[config.mk]
export PLATFORM = sky130hd
export DESIGN_NAME = sorted_priority_queue_with_skip_flat
export DESIGN_NICKNAME = d
export VERILOG_FILES = /design/src/hw/rtl/spq_pkg.sv /design/src/hw/rtl/spq_ifs.sv /design/src/hw/rtl/spq_cell.sv /design/src/hw/rtl/sorted_priority_queue_with_skip.sv /design/src/flat_wrapper.sv
export SDC_FILE = /design/constraint.sdc
export NUM_CORES = 2
export LEC_CHECK = 0
export BUFFER_PORTS_ARGS = -buffer_cell sky130_fd_sc_hd__clkbuf_2
export CORE_MARGIN = 1
export CORE_UTILIZATION = 58
export DETAILED_ROUTE_END_ITERATION = 8
export PLACE_DENSITY = 0.78
export SLEW_MARGIN = 30
export SYNTH_ARGS = -nofsm -noshare
export SYNTH_HDL_FRONTEND = slang
export SYNTH_SLANG_ARGS = --single-unit
[constraint.sdc]
create_clock -name clk -period 8.2 [get_ports clk]
set_input_delay 0 -clock clk [delete_from_list [all_inputs] [get_ports clk]]
set_output_delay 0 -clock clk [all_outputs]
set_load 0.02 [all_outputs]
[src/hw/rtl/spq_pkg.sv]
// shared types, constants and helpers for the sorted priority queue
package spq_pkg;

  localparam int DEPTH  = 16;
  localparam int TYPE_W = 8;
  localparam int PRI_W  = 16;
  localparam int SPC_W  = 10;
  localparam int REQ_W  = 4;
  localparam int CNT_W  = $clog2(DEPTH + 1);
  localparam int IDX_W  = $clog2(DEPTH);

  localparam logic [SPC_W-1:0] SPACING_RST = SPC_W'(10);

  typedef enum logic [REQ_W-1:0] {
    REQ_INSERT        = 4'd0,
    REQ_INSERT_TOP    = 4'd1,
    REQ_INSERT_BOTTOM = 4'd2,
    REQ_PEEK_TOP      = 4'd3,
    REQ_PEEK_CUR      = 4'd4,
    REQ_SKIP          = 4'd5,
    REQ_POP_TOP       = 4'd6,
    REQ_POP_CUR       = 4'd7,
    REQ_CLEAR         = 4'd8
  } req_t;

  typedef enum logic [1:0] {
    STAT_OK           = 2'd0,
    STAT_FULL         = 2'd1,
    STAT_NONE         = 2'd2,
    STAT_SKIP_REFUSED = 2'd3
  } status_t;

  typedef enum logic [1:0] {
    S_IDLE,
    S_EXEC,
    S_FIN
  } state_t;

  typedef enum logic [1:0] {
    CELL_HOLD,
    CELL_INSERT,
    CELL_REMOVE
  } cell_op_t;

  typedef struct packed {
    logic [TYPE_W-1:0]       btype;
    logic signed [PRI_W-1:0] pri;
    logic                    blk;
  } entry_t;

  typedef struct packed {
    cell_op_t                op;
    logic signed [PRI_W-1:0] pri;
    logic                    bottom;
    entry_t                  new_entry;
  } cell_ctl_t;

  // saturate a one-bit-grown sum back to the priority range
  function automatic logic signed [PRI_W-1:0] sat_pri(input logic [PRI_W:0] v);
    logic signed [PRI_W-1:0] r;
    if (v[PRI_W] != v[PRI_W-1]) begin
      r = v[PRI_W] ? {1'b1, {(PRI_W-1){1'b0}}} : {1'b0, {(PRI_W-1){1'b1}}};
    end else begin
      r = v[PRI_W-1:0];
    end
    return r;
  endfunction

endpackage

[src/hw/rtl/spq_ifs.sv]
// request and response channel interfaces
interface spq_req_if;
  logic                                 valid;
  logic                                 ready;
  logic [spq_pkg::REQ_W-1:0]            req_type;
  logic [spq_pkg::TYPE_W-1:0]           build_type;
  logic signed [spq_pkg::PRI_W-1:0]     given_priority;
  logic                                 is_blocking;

  modport source (output valid, req_type, build_type, given_priority, is_blocking,
                  input ready);
  modport sink   (input valid, req_type, build_type, given_priority, is_blocking,
                  output ready);
endinterface

interface spq_rsp_if;
  logic                                 valid;
  logic                                 ready;
  logic                                 item_valid;
  logic [spq_pkg::TYPE_W-1:0]           item_type;
  logic signed [spq_pkg::PRI_W-1:0]     item_priority;
  logic                                 item_blocking;
  logic [spq_pkg::CNT_W-1:0]            entry_count;
  logic                                 skip_allowed;
  logic [1:0]                           status;

  modport source (output valid, item_valid, item_type, item_priority, item_blocking,
                  entry_count, skip_allowed, status, input ready);
  modport sink   (input valid, item_valid, item_type, item_priority, item_blocking,
                  entry_count, skip_allowed, status, output ready);
endinterface

[src/hw/rtl/spq_cell.sv]
// one storage cell of the sorted chain, shifts with its neighbours
module spq_cell (
  input  logic               clk,
  input  spq_pkg::cell_ctl_t ctl,
  input  logic               valid_i,
  input  logic               rm_sel,
  input  logic               below_le,
  input  spq_pkg::entry_t    below_q,
  input  spq_pkg::entry_t    above_q,
  output spq_pkg::entry_t    q,
  output logic               le
);

  spq_pkg::entry_t entry_r;
  spq_pkg::entry_t entry_nxt;

  // entry sits below the insert point
  assign le = valid_i && !ctl.bottom && ($signed(entry_r.pri) <= $signed(ctl.pri));
  assign q  = entry_r;

  always_comb begin
    entry_nxt = entry_r;
    case (ctl.op)
      spq_pkg::CELL_INSERT: begin
        if (!le) begin
          entry_nxt = below_le ? ctl.new_entry : below_q;
        end
      end
      spq_pkg::CELL_REMOVE: begin
        if (rm_sel) begin
          entry_nxt = above_q;
        end
      end
      default: entry_nxt = entry_r;
    endcase
  end

  always_ff @(posedge clk) begin
    entry_r <= entry_nxt;
  end

endmodule

[src/hw/rtl/sorted_priority_queue_with_skip.sv]
// top level: command sequencer, marks and the chain of sorted cells
//
//  channel   direction  handshake            payload
//  in_req    in         valid/ready          req_type, build_type, given_priority,
//                                            is_blocking
//  out_rsp   out        valid/ready          item_*, entry_count, skip_allowed, status
//  cfg       in         cfg_we, no wait      cfg_wdata (priority spacing)
//
//  a command is taken in idle, then the exec state updates the cell chain and the fin
//  state reads the new current entry for skip_allowed; both use the single read mux.
//  the response is loaded into the output register from fin; commands do not overlap.
//  a new command is taken once the previous one has reached the output register,
//  so it may be taken while the previous response still waits.
//  a stalled response holds the sequencer in fin until out_rsp drains.
//  reset clears count, skip count and marks and sets spacing to its default; cell contents are undefined.
module sorted_priority_queue_with_skip (
  input  logic                        clk,
  input  logic                        rst_n,
  spq_req_if.sink                     in_req,
  spq_rsp_if.source                   out_rsp,
  input  logic                        cfg_we,
  input  logic [spq_pkg::SPC_W-1:0]   cfg_wdata
);

  localparam int DEPTH = spq_pkg::DEPTH;
  localparam int CNT_W = spq_pkg::CNT_W;
  localparam int IDX_W = spq_pkg::IDX_W;
  localparam int PRI_W = spq_pkg::PRI_W;
  localparam int SPC_W = spq_pkg::SPC_W;

  spq_pkg::state_t state_r, state_nxt;

  logic                         in_ready;
  logic                         exec_en;
  logic                         out_load;

  logic [SPC_W-1:0]             spacing_r;
  logic [CNT_W-1:0]             held_r, held_nxt;
  logic [IDX_W-1:0]             skip_r, skip_nxt;
  logic signed [PRI_W-1:0]      lowest_r, lowest_nxt;

  logic [spq_pkg::REQ_W-1:0]    req_r;
  spq_pkg::entry_t              cmd_entry_r;
  logic                         bottom_r;

  logic                         res_have_r, res_have_nxt;
  spq_pkg::entry_t              res_item_r, res_item_nxt;
  spq_pkg::status_t             res_stat_r, res_stat_nxt;

  logic                         out_valid_r;
  logic                         out_item_valid_r;
  spq_pkg::entry_t              out_item_r;
  logic [CNT_W-1:0]             out_count_r;
  logic                         out_skip_r;
  spq_pkg::status_t             out_stat_r;

  logic [IDX_W-1:0]             top_idx, cur_idx, rd_idx;
  spq_pkg::entry_t              rd_entry;
  logic                         use_top;
  logic                         cur_ok;
  logic                         can_skip;

  logic signed [PRI_W-1:0]      highest;
  logic [PRI_W:0]               sum_hi, sum_lo;
  logic signed [PRI_W-1:0]      p_eff;
  logic                         bottom_eff;

  spq_pkg::cell_ctl_t           ctl;
  spq_pkg::entry_t              cell_q [DEPTH];
  logic [DEPTH-1:0]             cell_le;
  logic [DEPTH-1:0]             cell_valid;
  logic [DEPTH-1:0]             cell_rm;

  // read port of the chain
  assign top_idx = IDX_W'(held_r - CNT_W'(1));
  assign cur_idx = IDX_W'(held_r - CNT_W'(1) - CNT_W'(skip_r));
  assign use_top = (req_r == spq_pkg::REQ_PEEK_TOP) || (req_r == spq_pkg::REQ_POP_TOP);

  always_comb begin
    unique case (state_r)
      spq_pkg::S_IDLE: rd_idx = top_idx;
      spq_pkg::S_EXEC: rd_idx = use_top ? top_idx : cur_idx;
      spq_pkg::S_FIN:  rd_idx = cur_idx;
      default:         rd_idx = top_idx;
    endcase
  end

  assign rd_entry = cell_q[rd_idx];
  assign cur_ok   = CNT_W'(skip_r) < held_r;
  assign can_skip = ((CNT_W'(skip_r) + CNT_W'(1)) < held_r) && !rd_entry.blk;

  // insert priority worked out at the transfer, marks are stable then
  assign highest = (held_r == '0) ? '0 : rd_entry.pri;
  assign sum_hi  = {highest[PRI_W-1], highest} + {{(PRI_W+1-SPC_W){1'b0}}, spacing_r};
  assign sum_lo  = {lowest_r[PRI_W-1], lowest_r} - {{(PRI_W+1-SPC_W){1'b0}}, spacing_r};

  always_comb begin
    case (in_req.req_type)
      spq_pkg::REQ_INSERT_TOP:    p_eff = spq_pkg::sat_pri(sum_hi);
      spq_pkg::REQ_INSERT_BOTTOM: p_eff = spq_pkg::sat_pri(sum_lo);
      default:                    p_eff = in_req.given_priority;
    endcase
  end

  assign bottom_eff = (held_r == '0) || (p_eff <= lowest_r);

  // sequencer
  always_comb begin
    state_nxt = state_r;
    unique case (state_r)
      spq_pkg::S_IDLE: if (in_req.valid) state_nxt = spq_pkg::S_EXEC;
      spq_pkg::S_EXEC: state_nxt = spq_pkg::S_FIN;
      spq_pkg::S_FIN:  if (!out_valid_r || out_rsp.ready) state_nxt = spq_pkg::S_IDLE;
      default:         state_nxt = spq_pkg::S_IDLE;
    endcase
  end

  always_comb begin
    in_ready = 1'b0;
    exec_en  = 1'b0;
    out_load = 1'b0;
    unique case (state_r)
      spq_pkg::S_IDLE: in_ready = 1'b1;
      spq_pkg::S_EXEC: exec_en  = 1'b1;
      spq_pkg::S_FIN:  out_load = !out_valid_r || out_rsp.ready;
      default:         in_ready = 1'b0;
    endcase
  end

  assign in_req.ready = in_ready;

  // command execution
  always_comb begin
    held_nxt      = held_r;
    skip_nxt      = skip_r;
    lowest_nxt    = lowest_r;
    res_have_nxt  = res_have_r;
    res_item_nxt  = res_item_r;
    res_stat_nxt  = res_stat_r;
    ctl.op        = spq_pkg::CELL_HOLD;
    ctl.pri       = cmd_entry_r.pri;
    ctl.bottom    = bottom_r;
    ctl.new_entry = cmd_entry_r;
    if (exec_en) begin
      res_have_nxt = 1'b0;
      res_item_nxt = '0;
      res_stat_nxt = spq_pkg::STAT_OK;
      case (req_r)
        spq_pkg::REQ_INSERT, spq_pkg::REQ_INSERT_TOP, spq_pkg::REQ_INSERT_BOTTOM: begin
          if (held_r == CNT_W'(DEPTH)) begin
            res_stat_nxt = spq_pkg::STAT_FULL;
          end else begin
            ctl.op   = spq_pkg::CELL_INSERT;
            held_nxt = held_r + CNT_W'(1);
            if ((held_r == '0) || (cmd_entry_r.pri < lowest_r)) begin
              lowest_nxt = cmd_entry_r.pri;
            end
          end
        end
        spq_pkg::REQ_PEEK_TOP: begin
          skip_nxt = '0;
          if (held_r == '0) begin
            res_stat_nxt = spq_pkg::STAT_NONE;
          end else begin
            res_have_nxt = 1'b1;
            res_item_nxt = rd_entry;
          end
        end
        spq_pkg::REQ_PEEK_CUR: begin
          if (!cur_ok) begin
            res_stat_nxt = spq_pkg::STAT_NONE;
          end else begin
            res_have_nxt = 1'b1;
            res_item_nxt = rd_entry;
          end
        end
        spq_pkg::REQ_SKIP: begin
          if (can_skip) begin
            skip_nxt = skip_r + IDX_W'(1);
          end else begin
            res_stat_nxt = spq_pkg::STAT_SKIP_REFUSED;
          end
        end
        spq_pkg::REQ_POP_TOP, spq_pkg::REQ_POP_CUR: begin
          if ((use_top && (held_r == '0)) || (!use_top && !cur_ok)) begin
            res_stat_nxt = spq_pkg::STAT_NONE;
          end else begin
            res_have_nxt = 1'b1;
            res_item_nxt = rd_entry;
            ctl.op       = spq_pkg::CELL_REMOVE;
            held_nxt     = held_r - CNT_W'(1);
            if (held_r == CNT_W'(1)) begin
              lowest_nxt = '0;
            end
          end
        end
        spq_pkg::REQ_CLEAR: begin
          held_nxt   = '0;
          lowest_nxt = '0;
        end
        default: res_stat_nxt = spq_pkg::STAT_OK;
      endcase
    end
  end

  // cell chain
  for (genvar g = 0; g < DEPTH; g++) begin : g_cell
    localparam logic [CNT_W-1:0] POS = CNT_W'(g);
    logic            below_le;
    spq_pkg::entry_t below_q;
    spq_pkg::entry_t above_q;

    assign cell_valid[g] = POS < held_r;
    assign cell_rm[g]    = POS >= CNT_W'(rd_idx);

    if (g == 0) begin : g_first
      assign below_le = 1'b1;
      assign below_q  = cmd_entry_r;
    end else begin : g_inner
      assign below_le = cell_le[g-1];
      assign below_q  = cell_q[g-1];
    end

    if (g == DEPTH - 1) begin : g_last
      assign above_q = cmd_entry_r;
    end else begin : g_lower
      assign above_q = cell_q[g+1];
    end

    spq_cell u_cell (
      .clk      (clk),
      .ctl      (ctl),
      .valid_i  (cell_valid[g]),
      .rm_sel   (cell_rm[g]),
      .below_le (below_le),
      .below_q  (below_q),
      .above_q  (above_q),
      .q        (cell_q[g]),
      .le       (cell_le[g])
    );
  end

  // control state
  always_ff @(posedge clk) begin
    if (!rst_n) begin
      state_r     <= spq_pkg::S_IDLE;
      spacing_r   <= spq_pkg::SPACING_RST;
      held_r      <= '0;
      skip_r      <= '0;
      lowest_r    <= '0;
      out_valid_r <= 1'b0;
    end else begin
      state_r  <= state_nxt;
      held_r   <= held_nxt;
      skip_r   <= skip_nxt;
      lowest_r <= lowest_nxt;
      if (cfg_we) begin
        spacing_r <= cfg_wdata;
      end
      if (out_load) begin
        out_valid_r <= 1'b1;
      end else if (out_rsp.ready) begin
        out_valid_r <= 1'b0;
      end
    end
  end

  // payload registers
  always_ff @(posedge clk) begin
    if (in_req.valid && in_ready) begin
      req_r             <= in_req.req_type;
      cmd_entry_r.btype <= in_req.build_type;
      cmd_entry_r.pri   <= p_eff;
      cmd_entry_r.blk   <= in_req.is_blocking;
      bottom_r          <= bottom_eff;
    end
    res_have_r <= res_have_nxt;
    res_item_r <= res_item_nxt;
    res_stat_r <= res_stat_nxt;
    if (out_load) begin
      out_item_valid_r <= res_have_r;
      out_item_r       <= res_item_r;
      out_count_r      <= held_r;
      out_skip_r       <= can_skip;
      out_stat_r       <= res_stat_r;
    end
  end

  assign out_rsp.valid         = out_valid_r;
  assign out_rsp.item_valid    = out_item_valid_r;
  assign out_rsp.item_type     = out_item_r.btype;
  assign out_rsp.item_priority = out_item_r.pri;
  assign out_rsp.item_blocking = out_item_r.blk;
  assign out_rsp.entry_count   = out_count_r;
  assign out_rsp.skip_allowed  = out_skip_r;
  assign out_rsp.status        = out_stat_r;

  // checks
  a_held_range: assert property (@(posedge clk) disable iff (!rst_n)
    held_r <= CNT_W'(DEPTH))
    else $error("entry count above depth");

  a_accept_exec: assert property (@(posedge clk) disable iff (!rst_n)
    (in_req.valid && in_req.ready) |=> (state_r == spq_pkg::S_EXEC))
    else $error("accepted transfer did not start execution");

  a_full_keeps: assert property (@(posedge clk) disable iff (!rst_n)
    (exec_en && (res_stat_nxt == spq_pkg::STAT_FULL)) |=> (held_r == CNT_W'(DEPTH)))
    else $error("dropped insert changed the entry count");

  a_item_ok: assert property (@(posedge clk) disable iff (!rst_n)
    (out_valid_r && out_item_valid_r) |-> (out_stat_r == spq_pkg::STAT_OK))
    else $error("returned entry with error status");

  a_skip_count: assert property (@(posedge clk) disable iff (!rst_n)
    (out_valid_r && out_skip_r) |-> (out_count_r >= CNT_W'(2)))
    else $error("skip reported with fewer than two entries");

endmodule
[src/flat_wrapper.sv]
// flat-port wrapper written by rule: the top's interface ports become plain ports
module sorted_priority_queue_with_skip_flat 
  (clk, rst_n, cfg_we, cfg_wdata, in_req_valid, in_req_req_type, in_req_build_type, in_req_given_priority, in_req_is_blocking, in_req_ready, out_rsp_valid, out_rsp_item_valid, out_rsp_item_type, out_rsp_item_priority, out_rsp_item_blocking, out_rsp_entry_count, out_rsp_skip_allowed, out_rsp_status, out_rsp_ready);
  spq_req_if in_req_i ();
  spq_rsp_if out_rsp_i ();
  input  logic clk;
  input  logic rst_n;
  input  logic cfg_we;
  input  logic [spq_pkg::SPC_W-1:0] cfg_wdata;
  input wire logic [$bits(in_req_i.valid)-1:0] in_req_valid;
  input wire logic [$bits(in_req_i.req_type)-1:0] in_req_req_type;
  input wire logic [$bits(in_req_i.build_type)-1:0] in_req_build_type;
  input wire logic [$bits(in_req_i.given_priority)-1:0] in_req_given_priority;
  input wire logic [$bits(in_req_i.is_blocking)-1:0] in_req_is_blocking;
  output wire logic [$bits(in_req_i.ready)-1:0] in_req_ready;
  output wire logic [$bits(out_rsp_i.valid)-1:0] out_rsp_valid;
  output wire logic [$bits(out_rsp_i.item_valid)-1:0] out_rsp_item_valid;
  output wire logic [$bits(out_rsp_i.item_type)-1:0] out_rsp_item_type;
  output wire logic [$bits(out_rsp_i.item_priority)-1:0] out_rsp_item_priority;
  output wire logic [$bits(out_rsp_i.item_blocking)-1:0] out_rsp_item_blocking;
  output wire logic [$bits(out_rsp_i.entry_count)-1:0] out_rsp_entry_count;
  output wire logic [$bits(out_rsp_i.skip_allowed)-1:0] out_rsp_skip_allowed;
  output wire logic [$bits(out_rsp_i.status)-1:0] out_rsp_status;
  input wire logic [$bits(out_rsp_i.ready)-1:0] out_rsp_ready;
  assign in_req_i.valid = in_req_valid;
  assign in_req_i.req_type = in_req_req_type;
  assign in_req_i.build_type = in_req_build_type;
  assign in_req_i.given_priority = in_req_given_priority;
  assign in_req_i.is_blocking = in_req_is_blocking;
  assign in_req_ready = in_req_i.ready;
  assign out_rsp_valid = out_rsp_i.valid;
  assign out_rsp_item_valid = out_rsp_i.item_valid;
  assign out_rsp_item_type = out_rsp_i.item_type;
  assign out_rsp_item_priority = out_rsp_i.item_priority;
  assign out_rsp_item_blocking = out_rsp_i.item_blocking;
  assign out_rsp_entry_count = out_rsp_i.entry_count;
  assign out_rsp_skip_allowed = out_rsp_i.skip_allowed;
  assign out_rsp_status = out_rsp_i.status;
  assign out_rsp_i.ready = out_rsp_ready;
  sorted_priority_queue_with_skip u_core (.clk(clk), .rst_n(rst_n), .in_req(in_req_i), .out_rsp(out_rsp_i), .cfg_we(cfg_we), .cfg_wdata(cfg_wdata));
endmodule
==> metrics.txt <==
outcome finished, final reports clean; period utilisation layout 0.946; relative area change from synthesis to final layout 11.1%; worst hold slack across all endpoints 70.1 ps; total negative slack for setup checks 0 ps; overall die width 260 µm; Die Height 260 µm; Post-synth EDFFs 492; share of layout cells above drive strength 1 0.105; proportion of synthesized chip area in sequential cells 0.404; initial core utilization 0.586; final global-route overflow total 0; detailed placement HPWL 93600 µm; total detailed-routing wirelength 138000 µm; cell at the root of the clock tree sky130_fd_sc_hd__clkbuf_16; fraction of the mapped netlist area in simple logic gates 0.142; crit path capture type flip-flop; Num Clock Sinks 530; final slew viol count 0; number of remaining DRC errors 0; H-tree depth 2; maximum clock insertion buffer count 3; post-synthesis net count 4447; number of rows created at floorplan 94; Max Cap Violations 0; # port buffers 79; Worst Path Required 8650 ps; number of global-route vias before repair 33100; final critical delay including setup and external delays 7750 ps; Detail Route Antenna Nets 0; via count 35600; complex-gate fraction of the synthesized area 0.203; most used flip-flop cell after synthesis sky130_fd_sc_hd__edfxtp_1; num ports 80; category of the worst setup path launch point flip-flop; final hold violation count 0; critical path's slowest cell sky130_fd_sc_hd__fa_1; net switching power 2.76 mW; Leakage 16.5 nW; Async SR Flop Fraction 0; logic gate share of total power 0.263; most frequent CP cell sky130_fd_sc_hd__o21a_1; global-route wire length before repair 204000 µm; Pwr Total 8.23 mW; slew at the pin with the worst max-slew slack 1100 ps; largest area contributor in the netlist sky130_fd_sc_hd__edfxtp_1; cells after synthesis 4073; clock tree from TritonCTS yes; maximum number of pins on one net before global-route repair 253; layout net count 4441; number of buffers added by the clock tree synthesis step 59; Synth Area in XOR/XNOR 0.00755; core outline area 65600 µm²; Synth Register Bits 530; Slew Limit Headroom 0.256; global-route total usage across every layer 0.397; post-synth cell types 86; clock network latency to the later pin of the worst-skew pair 670 ps; largest cells by area after synthesis sky130_fd_sc_hd__edfxtp_1 38%, sky130_fd_sc_hd__ha_1 11%, sky130_fd_sc_hd__mux2i_1 6.4%; routability-driven placement congestion ratio 0.998; top cell type's share of synthesized area 0.384; multiplexer share of the synthesized area 0.0894; Power Internal 5.48 mW; pre-CTS worst setup slack 464 ps; largest family of logic cells by synthesized area compound AO/OA/AOI/OAI gates; average wire per standard cell 27.7 µm; maximum clock skew at final layout 37.6 ps; clock-pin slew on the worst setup and hold paths 60 ps; setup slack of the critical path after layout 445 ps; DRT Pass-1 Iters 8; vias per std cell 7.14; die area 67300 µm²; Clk pwr share 0.346; number of design-rule violations left by the first detailed-router iteration 5842; path class of the lowest-slack min-delay path in2reg; Max rail drop VDD 0.000176 V; Final setup viols 0; Cell Pwr Density 193 nW/µm²; fraction of the mapped netlist area in adder cells 0.108; Critical Setup Path Class reg2reg; net switching fraction of the power 0.335; initial antenna violation count 3; delay of the slowest cell on the worst path 480 ps; data arrival time of the worst path 8210 ps; Max Clk Rate 129 MHz; fraction of power consumed by sequential logic 0.391; worst-path maximum fanout 23; Post-Synthesis Cell Area 38500 µm²; total of warnings raised by yosys 0; syn_area_per_cell 9.44 µm²; setup repair after global routing missed its margin false
## path summary, 6_finish.rpt
path	start	end	slack (ps)	cells past startpoint
setup / recovery	u_core.held_r[0]	u_core.bottom_r	450	38
hold / removal	in_req_is_blocking	u_core.cmd_entry_r[0]	70	2
setup reg to reg	u_core.held_r[0]	u_core.bottom_r	450	38
hold reg to reg	u_core.res_item_r[17]	u_core.out_rsp.item_type[0]	420	0
## synth_stat cells (4+ instances only)
| master | count |
|---|---|
| sky130_fd_sc_hd__a31oi_1 | 183 |
| sky130_fd_sc_hd__buf_6 | 6 |
| sky130_fd_sc_hd__ha_1 | 327 |
| sky130_fd_sc_hd__a21o_1 | 74 |
| sky130_fd_sc_hd__nand3_1 | 106 |
| sky130_fd_sc_hd__and3_1 | 47 |
| sky130_fd_sc_hd__clkbuf_1 | 273 |
| sky130_fd_sc_hd__a21oi_1 | 107 |
| sky130_fd_sc_hd__o21bai_1 | 6 |
| sky130_fd_sc_hd__o41ai_1 | 11 |
| sky130_fd_sc_hd__o211ai_1 | 141 |
| sky130_fd_sc_hd__nor2_1 | 251 |
| sky130_fd_sc_hd__or3_1 | 7 |
| sky130_fd_sc_hd__a211oi_1 | 37 |
| sky130_fd_sc_hd__nand2b_1 | 28 |
| sky130_fd_sc_hd__or2_2 | 4 |
| sky130_fd_sc_hd__nand2_1 | 610 |
| sky130_fd_sc_hd__mux4_2 | 19 |
| sky130_fd_sc_hd__a221oi_1 | 9 |
| sky130_fd_sc_hd__nor4_1 | 5 |
| sky130_fd_sc_hd__edfxtp_1 | 492 |
| sky130_fd_sc_hd__nor2b_1 | 43 |
| sky130_fd_sc_hd__nand4_1 | 74 |
| sky130_fd_sc_hd__a311oi_1 | 44 |
| sky130_fd_sc_hd__inv_1 | 101 |
| sky130_fd_sc_hd__a221o_1 | 12 |
| sky130_fd_sc_hd__o31ai_1 | 86 |
| sky130_fd_sc_hd__buf_1 | 35 |
| sky130_fd_sc_hd__nor3_1 | 16 |
| sky130_fd_sc_hd__xor2_1 | 9 |
| sky130_fd_sc_hd__mux2i_1 | 247 |
| sky130_fd_sc_hd__and4_1 | 6 |
| sky130_fd_sc_hd__xnor2_1 | 21 |
| sky130_fd_sc_hd__buf_4 | 8 |
| sky130_fd_sc_hd__and2_1 | 13 |
| sky130_fd_sc_hd__a41oi_1 | 4 |
| sky130_fd_sc_hd__o21a_1 | 86 |
| sky130_fd_sc_hd__buf_2 | 11 |
| sky130_fd_sc_hd__mux2_2 | 37 |
| sky130_fd_sc_hd__o21ai_0 | 361 |
| sky130_fd_sc_hd__dfxtp_1 | 38 |
| sky130_fd_sc_hd__o21ai_1 | 8 |
## registers in the layout, summed over array words and instances, names as in the netlist, 4 cells and up
signal,cells
u_core.res_item_r,25
u_core.cmd_entry_r,25
u_core.g_cell.u_cell.q,400
u_core.out_rsp.item_type,8
u_core.held_r,5
u_core.spacing_r,10
u_core.out_rsp.entry_count,5
u_core.lowest_r,16
u_core.out_rsp.item_priority,16
u_core.req_r,4
u_core.skip_r,4
## layer usage
metal	GRT usage	up-vias	wire [µm]
li1	-	15400	-
met1	0.531	16800	51100
met4	0.227	4	8930
met5	0	-	22
met3	0.0865	578	18000
met2	0.594	2842	59900
## logic make-up (layout without fill, tap and decap cells)
logic type | after synthesis | count (layout)
buf+inv | 437 | 479
mux | 309 | 309
xor+xnor | 31 | 31
simple gates | 1231 | 1233
fa+ha+maj | 331 | 331
other cells | 0 | 1
flops | 530 | 530
compound gates | 1204 | 1204
## timing repair
action	CTS	global route
gates resized for setup	0	5
buffers inserted	0	10
endpoints found under the setup margin	0	1
hold buffers	54	0
hold endpoints to repair	48	0
## through the flow
stage / cells / utilization / cell area [µm²]
2_1_floorplan: 4073 / - / 38500
3_3_place_gp: 4801 / 0.608 / 39900
3_5_place_dp: 4801 / 0.608 / 39900
4_1_cts: 4966 / 0.647 / 42500
5_1_grt: 4981 / 0.651 / 42700
6_report: 4982 / 0.651 / 42700
## layout by cell type, fill, tap and decap left out, types with 33 or more instances in the layout
cell and instances:
sky130_fd_sc_hd__a211oi_1 33, sky130_fd_sc_hd__a21o_1 74, sky130_fd_sc_hd__a21oi_1 94, sky130_fd_sc_hd__a311oi_1 42
sky130_fd_sc_hd__a31oi_1 181, sky130_fd_sc_hd__and3_1 46, sky130_fd_sc_hd__buf_4 121, sky130_fd_sc_hd__clkbuf_16 59
sky130_fd_sc_hd__clkbuf_2 79, sky130_fd_sc_hd__dfxtp_1 38, sky130_fd_sc_hd__dlygate4sd3_1 54, sky130_fd_sc_hd__edfxtp_1 492
sky130_fd_sc_hd__ha_1 325, sky130_fd_sc_hd__inv_1 101, sky130_fd_sc_hd__mux2_2 37, sky130_fd_sc_hd__mux2i_1 247
sky130_fd_sc_hd__nand2_1 609, sky130_fd_sc_hd__nand3_1 105, sky130_fd_sc_hd__nand4_1 74, sky130_fd_sc_hd__nor2_1 250
sky130_fd_sc_hd__nor2b_1 42, sky130_fd_sc_hd__o211ai_1 141, sky130_fd_sc_hd__o21a_1 86, sky130_fd_sc_hd__o21ai_0 359
sky130_fd_sc_hd__o31ai_1 84
## power by group through the flow
stage | logic [mW] | clock network [mW] | registers, mW
detailed placement | 1.99 | 0 | 3.27
floorplan | 1.32 | 0 | 3.21
global route | 2.28 | 2.93 | 3.22
CTS | 2.03 | 2.83 | 3.21
finish | 2.17 | 2.85 | 3.22
global placement | 1.95 | 0 | 3.26
## worst max-delay path, delay by kind of cell (launching register included)
family	cells	cell delay, ps
adders and majority gates	4	1450
DFF	1	320
buffers and inverters	9	1580
and+or+nand+nor	9	970
AOI/OAI and AO/OA	16	3230
## cell type report
cell class	count	area, µm²
Fill cell	5235	22900
Multi-Input combinational cell	3108	21700
Sequential cell	530	15500
Timing Repair Buffer	264	2040
Clock buffer	76	1560
Tap cell	864	1080
Clock inverter	35	439
Inverter	104	398
Antenna cell	1	2.50
Note: power is estimated with default switching activity, not from simulation.
